$ cat src/sms_pkg.sv
`timescale 1ns / 1ps
// shared types and constants for the spi master byte shifter
// no dependencies; used by every module of the block

package sms_pkg;

   // command codes of a request transaction
   localparam logic CMD_QUEUE = 1'b0;
   localparam logic CMD_TICK  = 1'b1;

   // register indexes of the csr port
   localparam int CSR_INDEX_BITS = 3;
   localparam int CSR_DATA_BITS  = 16;
   localparam logic [CSR_INDEX_BITS-1:0] REG_SPI_MODE      = 3'd0;
   localparam logic [CSR_INDEX_BITS-1:0] REG_LSB_FIRST     = 3'd1;
   localparam logic [CSR_INDEX_BITS-1:0] REG_HALF_PERIOD   = 3'd2;
   localparam logic [CSR_INDEX_BITS-1:0] REG_SELECT_MODE   = 3'd3;
   localparam logic [CSR_INDEX_BITS-1:0] REG_MANUAL_SELECT = 3'd4;

   // select modes
   localparam logic [1:0] SEL_DISABLED = 2'd0;
   localparam logic [1:0] SEL_AUTO     = 2'd1;
   localparam logic [1:0] SEL_MANUAL   = 2'd2;
   localparam logic [1:0] SEL_RESET    = SEL_AUTO;

   localparam logic [7:0] FILLER_BYTE = 8'hFF;
   localparam logic [2:0] LAST_BIT    = 3'd7;

   typedef struct packed {
      logic       cmd;
      logic [7:0] tx_byte;
      logic       tx_present;
      logic       end_of_transfer;
      logic       miso_level;
   } req_type;

   typedef struct packed {
      logic       sclk_level;
      logic       mosi_level;
      logic       select_n_level;
      logic [7:0] rx_byte;
      logic       rx_done;
      logic       busy_res;
      logic       rejected;
   } rsp_type;

   typedef struct packed {
      logic [1:0]  spi_mode;
      logic        lsb_first;
      logic [15:0] half_period;
      logic [1:0]  select_mode;
      logic        manual_select;
   } cfg_type;

   // spi_mode write strobe seen by the shift engine
   typedef struct packed {
      logic mode_wr;
      logic new_cpol;
   } cfg_evt_type;

endpackage

$ cat src/sms_cfg.sv
`timescale 1ns / 1ps
// configuration registers of the spi master byte shifter
// depends on sms_pkg

module sms_cfg (
   input  logic                                 clock,
   input  logic                                 reset,
   input  logic                                 csr_write_en,
   input  logic [sms_pkg::CSR_INDEX_BITS-1:0]   csr_index,
   input  logic [sms_pkg::CSR_DATA_BITS-1:0]    csr_wdata,
   output sms_pkg::cfg_type                     cfg,
   output sms_pkg::cfg_evt_type                 evt
);

   sms_pkg::cfg_type cfg_ff;
   sms_pkg::cfg_type cfg_in;

   always_comb begin
      cfg_in       = cfg_ff;
      evt.mode_wr  = 1'b0;
      evt.new_cpol = csr_wdata[1];
      if (csr_write_en) begin
         case (csr_index)
            sms_pkg::REG_SPI_MODE: begin
               cfg_in.spi_mode = csr_wdata[1:0];
               evt.mode_wr     = 1'b1;
            end
            sms_pkg::REG_LSB_FIRST:     cfg_in.lsb_first     = csr_wdata[0];
            sms_pkg::REG_HALF_PERIOD:   cfg_in.half_period   = csr_wdata[15:0];
            sms_pkg::REG_SELECT_MODE:   cfg_in.select_mode   = csr_wdata[1:0];
            sms_pkg::REG_MANUAL_SELECT: cfg_in.manual_select = csr_wdata[0];
            default: begin
               // writes beyond the register list are ignored
            end
         endcase
      end
   end

   always_ff @(posedge clock) begin
      if (reset) begin
         cfg_ff.spi_mode      <= 2'd0;
         cfg_ff.lsb_first     <= 1'b0;
         cfg_ff.half_period   <= 16'd0;
         cfg_ff.select_mode   <= sms_pkg::SEL_RESET;
         cfg_ff.manual_select <= 1'b0;
      end else begin
         cfg_ff <= cfg_in;
      end
   end

   assign cfg = cfg_ff;

endmodule

$ cat src/sms_engine.sv
`timescale 1ns / 1ps
// shift engine: divider, bit counter, shift registers and pin levels
// depends on sms_pkg

module sms_engine #(
   parameter int DIVIDER_BITS = 16
) (
   input  logic                 clock,
   input  logic                 reset,
   input  logic                 accept,
   input  sms_pkg::req_type     req,
   input  sms_pkg::cfg_type     cfg,
   input  sms_pkg::cfg_evt_type evt,
   output sms_pkg::rsp_type     result
);

   logic [DIVIDER_BITS-1:0] tick_count_ff, tick_count_in;
   logic [2:0]              bit_index_ff, bit_index_in;
   logic [7:0]              tx_shift_ff, tx_shift_in;
   logic [7:0]              rx_shift_ff, rx_shift_in;
   logic                    byte_active_ff, byte_active_in;
   logic                    second_half_ff, second_half_in;
   logic                    clock_level_ff, clock_level_in;
   logic                    select_active_ff, select_active_in;
   logic                    release_ff, release_in;

   logic                    cpol, cpha;
   logic [DIVIDER_BITS-1:0] hp;
   logic                    done;
   logic                    rej;
   logic [7:0]              rx_out;
   logic [2:0]              prev_index;

   function automatic logic [2:0] bit_pos(input logic [2:0] idx, input logic lsb);
      return lsb ? idx : (sms_pkg::LAST_BIT - idx);
   endfunction

   assign cpol = cfg.spi_mode[1];
   assign cpha = cfg.spi_mode[0];
   assign hp   = DIVIDER_BITS'(cfg.half_period);

   always_comb begin
      tick_count_in    = tick_count_ff;
      bit_index_in     = bit_index_ff;
      tx_shift_in      = tx_shift_ff;
      rx_shift_in      = rx_shift_ff;
      byte_active_in   = byte_active_ff;
      second_half_in   = second_half_ff;
      clock_level_in   = clock_level_ff;
      select_active_in = select_active_ff;
      release_in       = release_ff;
      done             = 1'b0;
      rej              = 1'b0;
      rx_out           = 8'd0;

      if (accept) begin
         if (req.cmd == sms_pkg::CMD_QUEUE) begin
            if (byte_active_ff) begin
               rej = 1'b1;
            end else begin
               tx_shift_in      = req.tx_present ? req.tx_byte : sms_pkg::FILLER_BYTE;
               rx_shift_in      = 8'd0;
               bit_index_in     = 3'd0;
               tick_count_in    = '0;
               second_half_in   = 1'b0;
               byte_active_in   = 1'b1;
               clock_level_in   = cpol;
               select_active_in = 1'b1;
               release_in       = req.end_of_transfer;
            end
         end else if (byte_active_ff) begin
            if (tick_count_ff >= hp) begin
               tick_count_in = '0;
               if (!second_half_ff) begin
                  // leading edge
                  clock_level_in = ~cpol;
                  if (!cpha && req.miso_level) begin
                     rx_shift_in[bit_pos(bit_index_ff, cfg.lsb_first)] = 1'b1;
                  end
                  second_half_in = 1'b1;
               end else begin
                  // trailing edge
                  clock_level_in = cpol;
                  if (cpha && req.miso_level) begin
                     rx_shift_in[bit_pos(bit_index_ff, cfg.lsb_first)] = 1'b1;
                  end
                  second_half_in = 1'b0;
                  if (bit_index_ff == sms_pkg::LAST_BIT) begin
                     done           = 1'b1;
                     rx_out         = rx_shift_in;
                     byte_active_in = 1'b0;
                     bit_index_in   = 3'd0;
                     if (release_ff) begin
                        select_active_in = 1'b0;
                     end
                     release_in = 1'b0;
                  end else begin
                     bit_index_in = bit_index_ff + 3'd1;
                  end
               end
            end else begin
               tick_count_in = tick_count_ff + DIVIDER_BITS'(1);
            end
         end
      end

      // idle clock follows a mode write at once
      if (evt.mode_wr && !byte_active_ff) begin
         clock_level_in = evt.new_cpol;
      end
   end

   // pin levels from the updated state
   assign prev_index = bit_index_in - 3'd1;

   always_comb begin
      result.sclk_level = clock_level_in;
      if (!byte_active_in) begin
         result.mosi_level = 1'b1;
      end else if (!cpha || second_half_in) begin
         result.mosi_level = tx_shift_in[bit_pos(bit_index_in, cfg.lsb_first)];
      end else if (bit_index_in == 3'd0) begin
         result.mosi_level = 1'b1;
      end else begin
         result.mosi_level = tx_shift_in[bit_pos(prev_index, cfg.lsb_first)];
      end
      case (cfg.select_mode)
         sms_pkg::SEL_AUTO:   result.select_n_level = ~select_active_in;
         sms_pkg::SEL_MANUAL: result.select_n_level = ~cfg.manual_select;
         default:             result.select_n_level = 1'b1;
      endcase
      result.rx_byte  = rx_out;
      result.rx_done  = done;
      result.busy_res = byte_active_in;
      result.rejected = rej;
   end

   always_ff @(posedge clock) begin
      if (reset) begin
         tick_count_ff    <= '0;
         bit_index_ff     <= 3'd0;
         tx_shift_ff      <= sms_pkg::FILLER_BYTE;
         rx_shift_ff      <= 8'd0;
         byte_active_ff   <= 1'b0;
         second_half_ff   <= 1'b0;
         clock_level_ff   <= 1'b0;
         select_active_ff <= 1'b0;
         release_ff       <= 1'b0;
      end else begin
         tick_count_ff    <= tick_count_in;
         bit_index_ff     <= bit_index_in;
         tx_shift_ff      <= tx_shift_in;
         rx_shift_ff      <= rx_shift_in;
         byte_active_ff   <= byte_active_in;
         second_half_ff   <= second_half_in;
         clock_level_ff   <= clock_level_in;
         select_active_ff <= select_active_in;
         release_ff       <= release_in;
      end
   end

endmodule

$ cat src/spi_master_byte_shifter.sv
`timescale 1ns / 1ps
// spi master byte shifter: one request transaction a cycle unless stalled, one response each.
// A queue transaction loads a byte (0xFF when no data is present) and a tick
// transaction advances the divider; every half_period+1 ticks the serial
// clock makes one edge, MISO is sampled on the leading edge (CPHA=0) or the
// trailing edge (CPHA=1), and after the eighth bit the received byte comes
// back with rx_done. Each response carries the pin levels after its request.
// Timing: a request is taken every cycle while the response register is free
// or being drained; its response is in the response register in the cycle
// after acceptance. req_stall is raised only when a response waits and
// rsp_stall is high, so throughput is one transaction per cycle when rsp_stall
// is low. The state update is a single pass of the shift engine between the
// state registers and the response register. Config writes are taken at any
// cycle with csr_write_en and must only be issued while the block is idle.
// depends on sms_pkg, sms_cfg, sms_engine

module spi_master_byte_shifter #(
   parameter int DIVIDER_BITS = 16
) (
   input  logic                               clock,
   input  logic                               reset,
   // request channel
   input  logic                               req_valid,
   output logic                               req_stall,
   input  sms_pkg::req_type                   req_data,
   // response channel
   output logic                               rsp_valid,
   input  logic                               rsp_stall,
   output sms_pkg::rsp_type                   rsp_data,
   // configuration write port
   input  logic                               csr_write_en,
   input  logic [sms_pkg::CSR_INDEX_BITS-1:0] csr_index,
   input  logic [sms_pkg::CSR_DATA_BITS-1:0]  csr_wdata
);

   sms_pkg::cfg_type     cfg;
   sms_pkg::cfg_evt_type evt;
   sms_pkg::rsp_type     result;
   logic                 accept;

   logic                 rsp_valid_ff, rsp_valid_in;
   sms_pkg::rsp_type     rsp_data_ff;

   // hold off requests only while a response sits unaccepted
   assign req_stall = rsp_valid_ff & rsp_stall;
   assign accept    = req_valid & ~req_stall;

   sms_cfg u_cfg (
      .clock        (clock),
      .reset        (reset),
      .csr_write_en (csr_write_en),
      .csr_index    (csr_index),
      .csr_wdata    (csr_wdata),
      .cfg          (cfg),
      .evt          (evt)
   );

   sms_engine #(
      .DIVIDER_BITS (DIVIDER_BITS)
   ) u_engine (
      .clock  (clock),
      .reset  (reset),
      .accept (accept),
      .req    (req_data),
      .cfg    (cfg),
      .evt    (evt),
      .result (result)
   );

   // response register: loads on every accepted transaction
   always_comb begin
      rsp_valid_in = rsp_valid_ff;
      if (accept) begin
         rsp_valid_in = 1'b1;
      end else if (!rsp_stall) begin
         rsp_valid_in = 1'b0;
      end
   end

   always_ff @(posedge clock) begin
      if (reset) begin
         rsp_valid_ff <= 1'b0;
      end else begin
         rsp_valid_ff <= rsp_valid_in;
      end
   end

   // payload needs no reset
   always_ff @(posedge clock) begin
      if (accept) begin
         rsp_data_ff <= result;
      end
   end

   assign rsp_valid = rsp_valid_ff;
   assign rsp_data  = rsp_data_ff;

endmodule

$ cat config.mk
export PLATFORM = sky130hd
export DESIGN_NAME = spi_master_byte_shifter
export DESIGN_NICKNAME = d
export VERILOG_FILES = /design/src/sms_pkg.sv /design/src/sms_cfg.sv /design/src/sms_engine.sv /design/src/spi_master_byte_shifter.sv
export SDC_FILE = /design/constraint.sdc
export NUM_CORES = 1
export LEC_CHECK = 0
export BUFFER_PORTS_ARGS = -buffer_cell sky130_fd_sc_hd__buf_2
export CAP_MARGIN = 20
export CELL_PAD_IN_SITES_DETAIL_PLACEMENT = 1
export CELL_PAD_IN_SITES_GLOBAL_PLACEMENT = 1
export CORE_UTILIZATION = 44
export DETAILED_ROUTE_END_ITERATION = 7
export PLACE_DENSITY_LB_ADDON = 0.08
export SLEW_MARGIN = 15
export SYNTH_ARGS = -nofsm -noshare
export SYNTH_HDL_FRONTEND = slang
export SYNTH_SLANG_ARGS = --single-unit
$ cat constraint.sdc
create_clock -name clock -period 4.6 [get_ports clock]
set_input_delay 0.23 -clock clock [delete_from_list [all_inputs] [get_ports clock]]
set_output_delay 0.23 -clock clock [all_outputs]
set_load 0.02 [all_outputs]
==> results of run 1 <==
[stage by stage]
stage	area, µm²	utilization
3_3_place_gp	4550	0.490
5_1_grt	4750	0.512
3_5_place_dp	4550	0.490
4_1_cts	4750	0.512
6_report	4750	0.512
2_1_floorplan	4240	-
[critical path, stage by stage, from the launching register on]
cell	delay, ns
dfxtp_1	0.40
inv_1	0.06
ha_1	0.27
nor2b_1	0.04
o21ai_1	0.14
a41oi_2	0.17
o21a_4	0.28
nor3_4	0.25
mux2i_4	0.43
ha_1	0.36
xnor2_1	0.29
mux2i_1	0.27
nor3_1	0.07
a21o_1	0.19
a211oi_1	0.29
nand2b_1	0.16
a21oi_1	0.08
o311ai_1	0.27
[layout make-up]
class                   instances  share of cell area
clock inverters                 6              0.0132
clock buffers                  10              0.0290
flip-flops and latches         77               0.354
repair buffers                 54              0.0585
inverters                      35              0.0279
multi-input cells             376               0.483
well taps                     129              0.0340
[report_power, final]
group	leakage, nW	internal [mW]	switching (mW)	total, mW
Clock	0.0943	0.263	0.258	0.521
Sequential	0.649	0.707	0.0127	0.720
Combinational	1.14	0.0617	0.105	0.167
[cells by family (layout without fill, tap and decap cells)]
kind of cell    count (synthesis)  after routing
mux                            16             16
buf+inv                        58            105
flops                          77             77
compound gates                111            111
simple gates                  204            204
xor+xnor                       22             22
fa+ha+maj                      23             23
[state kept, by name, indices dropped and copies added (netlist names)]
register and flops:
u_cfg.cfg 22, u_engine.rx_shift_ff 8, u_engine.bit_index_ff 3, u_engine.second_half_ff 1, u_engine.select_active_ff 1, u_engine.tick_count_ff 16
rsp_valid 1, u_engine.tx_shift_ff 8, u_engine.clock_level_ff 1, u_engine.release_ff 1, rsp_data 14, u_engine.byte_active_ff 1
[layer usage]
layer	wire, µm	share of wire	track usage
met5	0	0	0
met4	152	0.015	0.0803
met3	235	0.023	0.0446
met2	5470	0.53	0.411
met1	4390	0.43	0.241
[cell usage after synthesis (2+ instances only)]
cell type,count
a21oi_1,52
ha_1,23
mux2i_1,15
o21ai_0,19
and3_1,4
clkbuf_1,15
nand2b_1,14
o31ai_1,2
buf_6,3
a21o_1,2
or2_2,4
xor2_1,11
inv_1,33
xnor2_1,10
edfxtp_1,14
o21a_1,11
nor2_1,65
a31oi_1,3
o21ai_1,3
a211oi_1,3
dfxtp_1,63
buf_4,5
nor3_1,8
nand3_1,11
a22oi_1,2
nand3b_1,4
nand4_1,5
nand2_1,70
nor2b_1,5
or3_1,4
and2_0,2
o311ai_1,2
and2_1,4
[path summary, 6_finish.rpt]
kind | startpoint | end | slack (ns) | cells past startpoint
max | u_engine.tick_count_ff[0] | rsp_data[12] | 0.40 | 17
min | csr_wdata[2] | u_cfg.cfg[5] | 0.10 | 3
max reg2reg | u_engine.tick_count_ff[0] | rsp_data[12] | 0.40 | 17
min reg2reg | u_cfg.cfg[5] | u_cfg.cfg[5] | 0.46 | 2
==> reports/metrics.csv, run 1 <==
stage;metric;value;unit
outcome;status;complete, no violations;
synth;synth_seq_cells;77;
timing;setup_viol;0;
clock_tree;postCtsSetupBuffers;0;
timing;rsz0062_at_grt;false;
timing;hold_violations;0;
timing;drv_slew;0;
drt;wire_per_inst;14.9;µm
drt;routed_wl;10200;µm
placement;dp.final_hpwl;7610;µm
synth;syn_inst;511;
clock_tree;cts_tree;built;
synth;synth-simple-area-share;0.221;
clock_tree;cts_resized;0;
synth;async_reset_ff_frac;0;
grt;grt_pass1_vias;3669;
synth;syn_area_per_cell;8.29;µm²
placement;dp.cells;671;
synth;synth_top_area_cell;dfxtp_1;
floorplan;die_x;100;µm
timing;fmax;238;MHz
placement;pre_cts_ws;0.466;ns
floorplan;core;9280;µm²
timing;max_slew_margin;0.427;
placement;portBuffers;51;
worst_setup_path;cp.arrival;4.38;ns
synth;synthFlopType;dfxtp_1;
drt;drt_iter0_drc;76;
timing;tightest_slew;0.859;ns
synth;synth-compound-area-share;0.165;
timing;setup_ws;0.401;ns
floorplan;die_area;10000;µm²
synth;synth_nets;570;
timing;skew;0.0111;ns
synth;ys_seq_area_frac;0.397;
grt;grt_pass1_wl;17000;µm
layout;seqCellArea;1680;µm²
layout;nets;612;
synth;synth_fa_ha_area_frac;0.0679;
synth;synth_top_area_share;0.298;
layout;final_cell_mix;nand2_1, nor2_1, dfxtp_1;
worst_setup_path;crit_fanout;9;
worst_setup_path;endpoint_kind;flop;
synth;syn-cell-area;4240;µm²
power_and_ir_drop;peakVddDrop;0.169;mV
worst_setup_path;path_class;flop to flop;
grt;grt_antenna_before_repair;0;
drt;vias;3650;
clock_tree;cts_num_sinks;77;
synth;yosysWarnings;0;
clock_tree;cts-root-buf;clkbuf_8;
synth;synth.area.mux_share;0.0407;
synth;synth.distinct_cells;53;
power_and_ir_drop;power;1.41;mW
clock_tree;htree_levels;3;
hold_path;hp-class;input pin to flop;
grt;grt_overflow;0;
layout;n_fill_cell;1177;
layout;areaGrowthSynthToFinish;12.1;%
drt;drc;0;
timing;finalCritPeriodShare;0.913;
clock_tree;holdBufCountCts;0;
synth;synth_top_family_by_area;simple AND/OR/NAND/NOR gates;
layout;diodes;0;
power_and_ir_drop;power_density;296;nW/µm²
timing;post-route-min-period;4.20;ns
drt;antenna_left;0;
synth;synth_xor_area_frac;0.0472;
floorplan;pin_count;52;
worst_setup_path;cp.required;4.78;ns
placement;place_congestion;0.836;
layout;final_layout_size_suffix_gt1_frac;0.154;
timing;tns;0;ns
grt;grt_start_max_net_pins;42;
layout;multi_input_area;2300;µm²
job;drv_cap;0;
clock_tree;clock_tree.buffer_depth;2;
synth;yosys-top-cells-area;dfxtp_1, edfxtp_1, ha_1;
clock_tree;clkTransAtPathRegs;0.08;ns
layout;layout.cells.non_filler;687;
floorplan;die_y;100;µm
drt;viasPerCell;5.31;
layout;final_common_cell;nand2_1;
synth;synth_enable_flop_cells;14;
clock_tree;clock_latency;0.36;ns
grt;grtUsageTotal;0.219;
floorplan;rows;35;
floorplan;initial_utilization;0.456;
clock_tree;cts-buffers-inserted;9;
timing;holdWs;0.102;ns
drt;dr.pass1.iters;4;
power_and_ir_drop;p_leak;1.88;nW
worst_setup_path;worstSetupStartpointType;flop;
Power figures use the tool's default switching activity.
==> run 2: changes to the inputs <==
- CORE_MARGIN: default -> 5
- RECOVER_POWER: default -> 50
==> reports/metrics.csv, run 2 (synthesis gave the netlist of run 1 again) <==
stage;metric;value;unit;change
clock_tree;postCtsSetupBuffers;0;;unchanged
floorplan;core;9330;µm²;+0.47%
timing;skew;0.00739;ns;-0.00370 ns
drt;antenna_left;0;;unchanged
outcome;violations;capacitance limit, slew limit;;
floorplan;die_y;108;µm;+8.0%
drt;vias;3628;;-0.60%
drt;drc;0;;unchanged
layout;largest_reg_flops;22;;unchanged
timing;rsz0062_at_grt;false;;
grt;grt_pass1_vias;3901;;+6.3%
outcome;status;finished, violations left;;
layout;finalInstanceArea;4760;µm²;+0.13%
floorplan;die_area;11700;µm²;+17%
placement;portBuffers;51;;unchanged
clock_tree;clock_tree.buffer_depth;2;;unchanged
floorplan;die_x;108;µm;+8.0%
drt;viasPerCell;5.27;;-0.75%
timing;setup_viol;0;;unchanged
power_and_ir_drop;pwr-share-clk;0.392;;+0.022
clock_tree;cts_resized;0;;unchanged
placement;place_area;4560;µm²;+0.17%
timing;hold_violations;0;;unchanged
placement;dp.final_hpwl;7680;µm;+0.94%
power_and_ir_drop;swShare;0.263;;-0.00395
grt;grt_start_max_net_pins;42;;unchanged
floorplan;rows;35;;unchanged
worst_setup_path;endpoint_kind;flop;;
drt;routed_wl;10400;µm;+1.4%
layout;nets;613;;+0.16%
timing;fmax;237;MHz;-0.48%
grt;grtUsageTotal;0.194;;-0.0247
grt;grt_antenna_before_repair;0;;unchanged
drt;wire_per_inst;15.1;µm;+1.3%
clock_tree;cts-buffers-inserted;9;;unchanged
hold_path;hp-class;input pin to flop;;
clock_tree;clkTransAtPathRegs;0.08;ns;about the same
layout;final_util;0.510;;-0.00173
power_and_ir_drop;intPower;1.07;mW;+4.1%
clock_tree;cts-root-buf;clkbuf_8;;
drt;drt_iter0_drc;166;;+120%
layout;areaGrowthSynthToFinish;12.2;%;
grt;grt_pass1_wl;18300;µm;+7.1%
clock_tree;cts_tree;built;;
power_and_ir_drop;p_leak;1.83;nW;-2.4%
worst_setup_path;cp.required;4.77;ns;about the same
layout;final_cell_mix;nand2_1, nor2_1, dfxtp_1;;
worst_setup_path;ff2ff_setup_slack;0.38;ns;-0.02 ns
worst_setup_path;crit_fanout;9;;unchanged
placement;place_congestion;0.800;;-4.3%
layout;final_common_cell;nand2_1;;
timing;finalCritPeriodShare;0.917;;+0.00445
grt;grt_overflow;0;;unchanged
power_and_ir_drop;power_density;306;nW/µm²;+3.4%
job;drv_cap;1;;+1
timing;tns;0;ns;unchanged
power_and_ir_drop;switchingPower;0.383;mW;+2.0%
floorplan;initial_utilization;0.454;;-0.00214
clock_tree;htree_levels;3;;unchanged
layout;diodes;0;;unchanged
worst_setup_path;cp.arrival;4.39;ns;about the same
timing;drv_slew;42;;+42
worst_setup_path;path_class;flop to flop;;
power_and_ir_drop;peakVddDrop;0.198;mV;+17%
timing;max_slew_margin;-0.260;;-0.687
timing;post-route-min-period;4.22;ns;+0.0205 ns
drt;dr.pass1.iters;4;;unchanged
power_and_ir_drop;power;1.46;mW;+3.5%
power_and_ir_drop;pwr-share-comb;0.113;;-0.005
floorplan;pin_count;52;;unchanged
worst_setup_path;worstSetupStartpointType;flop;;
clock_tree;clock_latency;0.36;ns;about the same
timing;tightest_slew;1.89;ns;+1.03 ns
clock_tree;cts_num_sinks;77;;unchanged
clock_tree;holdBufCountCts;0;;unchanged
power_and_ir_drop;power_frac_seq;0.494;;-0.017
layout;final_layout_size_suffix_gt1_frac;0.123;;-0.0307
[run 2: area by class of cell]
class,instances,area [µm²]
Fill cell,1199,4570
Multi-Input combinational cell,376,2300
Sequential cell,77,1680
Timing Repair Buffer,55,260
Tap cell,129,161
Inverter,35,133
Clock buffer,9,124
Clock inverter,7,100
[run 2: worst paths after layout]
check | start | endpoint | cells past startpoint
max | u_cfg.cfg[10] | rsp_data[12] | 17
min | req_valid | rsp_valid | 3
max reg2reg | u_cfg.cfg[10] | rsp_data[12] | 17
min reg2reg | u_cfg.cfg[12] | u_cfg.cfg[12] | 2
[run 2: stage by stage]
step	setup WS [ns]	std cells	hold slack, ns
floorplan	0.855	511	0.351
global placement	0.640	672	0.444
detailed placement	0.363	672	0.452
CTS	0.378	688	0.0935
global route	0.0198	688	0.0926
finish	0.380	688	0.104
[run 2: power by group through the flow]
stage               Combinational (mW)  Sequential, mW  Clock [mW]
detailed placement               0.169           0.736           0
global route                     0.186           0.724       0.618
global placement                 0.165           0.735           0
CTS                              0.171           0.720       0.586
floorplan                        0.109           0.740           0
finish                           0.165           0.720       0.572
[run 2: worst max-delay path, cell delays in order (launching register included)]
cell and delay [ns]:
dfxtp_1 0.35, inv_1 0.06, ha_1 0.28, nand2_1 0.06, o21ai_0 0.26, a41oi_2 0.10
o21a_4 0.28, nor3_4 0.25, mux2i_4 0.44, ha_1 0.36, xnor2_1 0.32, mux2i_1 0.29
nor3_1 0.07, a21o_1 0.20, a211o_1 0.24, nand4b_1 0.10, o21ai_0 0.10, o311ai_1 0.28
[run 2: metal layers]
| layer | vias up | routed length [µm] | global-route usage |
|---|---|---|---|
| li1 | 1816 | - | - |
| met1 | 1762 | 4420 | 0.220 |
| met2 | 33 | 5550 | 0.365 |
| met3 | 17 | 277 | 0.0424 |
| met4 | 0 | 138 | 0.0514 |
| met5 | - | 0 | 0 |
==> run 3: changes to the inputs <==
- CORE_UTILIZATION: 44 -> 38
==> reports/metrics.csv, run 3 (synthesis gave the netlist of run 1 again) <==
stage;metric;value;unit;change
outcome;status;finished, violations left;;
outcome;violations;capacitance limit, slew limit;;
floorplan;rows;38;;+8.6%
drt;vias;3595;;-0.91%
layout;final_layout_size_suffix_gt1_frac;0.118;;-0.00494
layout;areaGrowthSynthToFinish;12.0;%;
placement;portBuffers;51;;unchanged
clock_tree;cts_num_sinks;77;;unchanged
worst_setup_path;cp.required;4.77;ns;about the same
clock_tree;cts_resized;0;;unchanged
drt;drc;0;;unchanged
timing;fmax;241;MHz;+1.5%
clock_tree;cts-buffers-inserted;9;;unchanged
timing;setup_ws;0.442;ns;+0.0616 ns
drt;dr.pass1.iters;4;;unchanged
layout;final_common_cell;nand2_1;;
drt;viasPerCell;5.16;;-2.2%
layout;largest_reg_flops;22;;unchanged
clock_tree;holdBufCountCts;0;;unchanged
floorplan;die_area;13400;µm²;+14%
grt;grt_pass1_vias;3709;;-4.9%
grt;grt_start_max_net_pins;42;;unchanged
worst_setup_path;crit_fanout;9;;unchanged
floorplan;pin_count;52;;unchanged
floorplan;die_y;116;µm;+6.9%
timing;rsz0062_at_grt;false;;
drt;routed_wl;10400;µm;+0.26%
clock_tree;cts-root-buf;clkbuf_8;;
worst_setup_path;worstSetupStartpointType;flop;;
timing;drv_slew;42;;unchanged
clock_tree;postCtsSetupBuffers;0;;unchanged
clock_tree;cts_tree;built;;
placement;place_congestion;0.793;;-0.83%
hold_path;hp-class;input pin to flop;;
layout;diodes;0;;unchanged
clock_tree;clock_latency;0.36;ns;about the same
floorplan;initial_utilization;0.389;;-0.0651
timing;tns;0;ns;unchanged
floorplan;core;10900;µm²;+17%
clock_tree;htree_levels;3;;unchanged
grt;grt_overflow;0;;unchanged
timing;skew;0.00950;ns;+0.00211 ns
drt;antenna_left;0;;unchanged
power_and_ir_drop;peakVddDrop;0.143;mV;-28%
layout;final_cell_mix;nand2_1, nor2_1, dfxtp_1;;
grt;grtUsageTotal;0.168;;-0.0262
grt;grt_antenna_before_repair;0;;unchanged
placement;pre_cts_ws;0.455;ns;+0.0920 ns
drt;wire_per_inst;14.9;µm;-1.0%
layout;multi_input_area;2300;µm²;unchanged
power_and_ir_drop;p_leak;1.83;nW;-0.15%
worst_setup_path;cp.arrival;4.33;ns;-0.06 ns
timing;max_slew_margin;-0.281;;-0.0215
power_and_ir_drop;power_density;301;nW/µm²;-1.9%
drt;drt_iter0_drc;141;;-15%
placement;dp.final_hpwl;7880;µm;+2.6%
layout;seqCellArea;1680;µm²;unchanged
job;drv_cap;1;;unchanged
timing;hold_violations;0;;unchanged
clock_tree;clock_tree.buffer_depth;2;;unchanged
worst_setup_path;path_class;flop to flop;;
timing;setup_viol;0;;unchanged
layout;nets;612;;-0.16%
timing;tightest_slew;1.92;ns;+0.0323 ns
floorplan;die_x;116;µm;+6.9%
timing;post-route-min-period;4.16;ns;-0.0616 ns
clock_tree;clkTransAtPathRegs;0.08;ns;about the same
layout;final_util;0.436;;-0.0739
timing;finalCritPeriodShare;0.904;;-0.0134
grt;grt_pass1_wl;17600;µm;-3.8%
layout;n_fill_cell;1349;;+13%
worst_setup_path;endpoint_kind;flop;;
## run 3: changes by cell type in the layout (fill, tap and decap cells not counted)
cell	before	now
clkinv_2	1	2
clkinvlp_4	3	1
bufinv_16	2	1
buf_4	3	2
clkinv_4	2	0
clkbuf_8	9	10
clkbuf_1	18	19
clkbuf_16	0	1
## run 3: power breakdown
part | leakage, nW | switching (mW) | internal, mW | total [mW]
logic | 1.08 | 0.105 | 0.0590 | 0.164
registers | 0.649 | 0.0136 | 0.707 | 0.721
clock network | 0.104 | 0.248 | 0.295 | 0.542
total | 1.83 | 0.366 | 1.06 | 1.43
## run 3: final timing paths
kind	from	to	slack [ns]	cells past startpoint
worst max-delay path	u_engine.tick_count_ff[0]	rsp_data[12]	0.44	17
worst min-delay path	csr_wdata[13]	u_cfg.cfg[16]	0.10	3
worst max register to register	u_engine.tick_count_ff[0]	rsp_data[12]	0.44	17
worst min register to register	u_cfg.cfg[12]	u_cfg.cfg[12]	0.46	2
## run 3: stage by stage
step,cell area [µm²],total power [mW],hold WS [ns],cells
finish,4750,1.43,0.104,697
global placement,4560,0.900,0.441,682
floorplan,4240,0.850,0.351,511
CTS,4770,1.46,0.0793,697
detailed placement,4560,0.906,0.449,682
global route,4750,1.50,0.0848,697
## run 3: layout make-up
class | instances | share of cell area
multi-input cells | 376 | 0.484
flip-flops and latches | 77 | 0.354
repair buffers | 54 | 0.0532
well taps | 140 | 0.0369
clock buffers | 12 | 0.0351
inverters | 35 | 0.0279
clock inverters | 3 | 0.00896
## run 3: per-layer routing
metal  wire [µm]  global-route usage  vias to the layer above
li1            -                   -                     1812
met1        4590               0.196                     1741
met2        5410               0.305                       31
met3         267              0.0355                       11
met4         138              0.0540                        0
met5           0                   0                        -
## run 3: worst max-delay path, cell delays in order, from the launching register on
cell and delay [ns]:
dfxtp_1 0.40, inv_1 0.06, ha_1 0.27, nor2b_1 0.04
o21ai_1 0.15, a41oi_2 0.18, o21a_4 0.28, nor3_4 0.25
mux2i_4 0.44, ha_1 0.36, xnor2_1 0.27, mux2i_1 0.29
nor3_1 0.07, a21o_1 0.19, a211o_1 0.24, nand4b_1 0.09
o21ai_0 0.11, o311ai_1 0.29
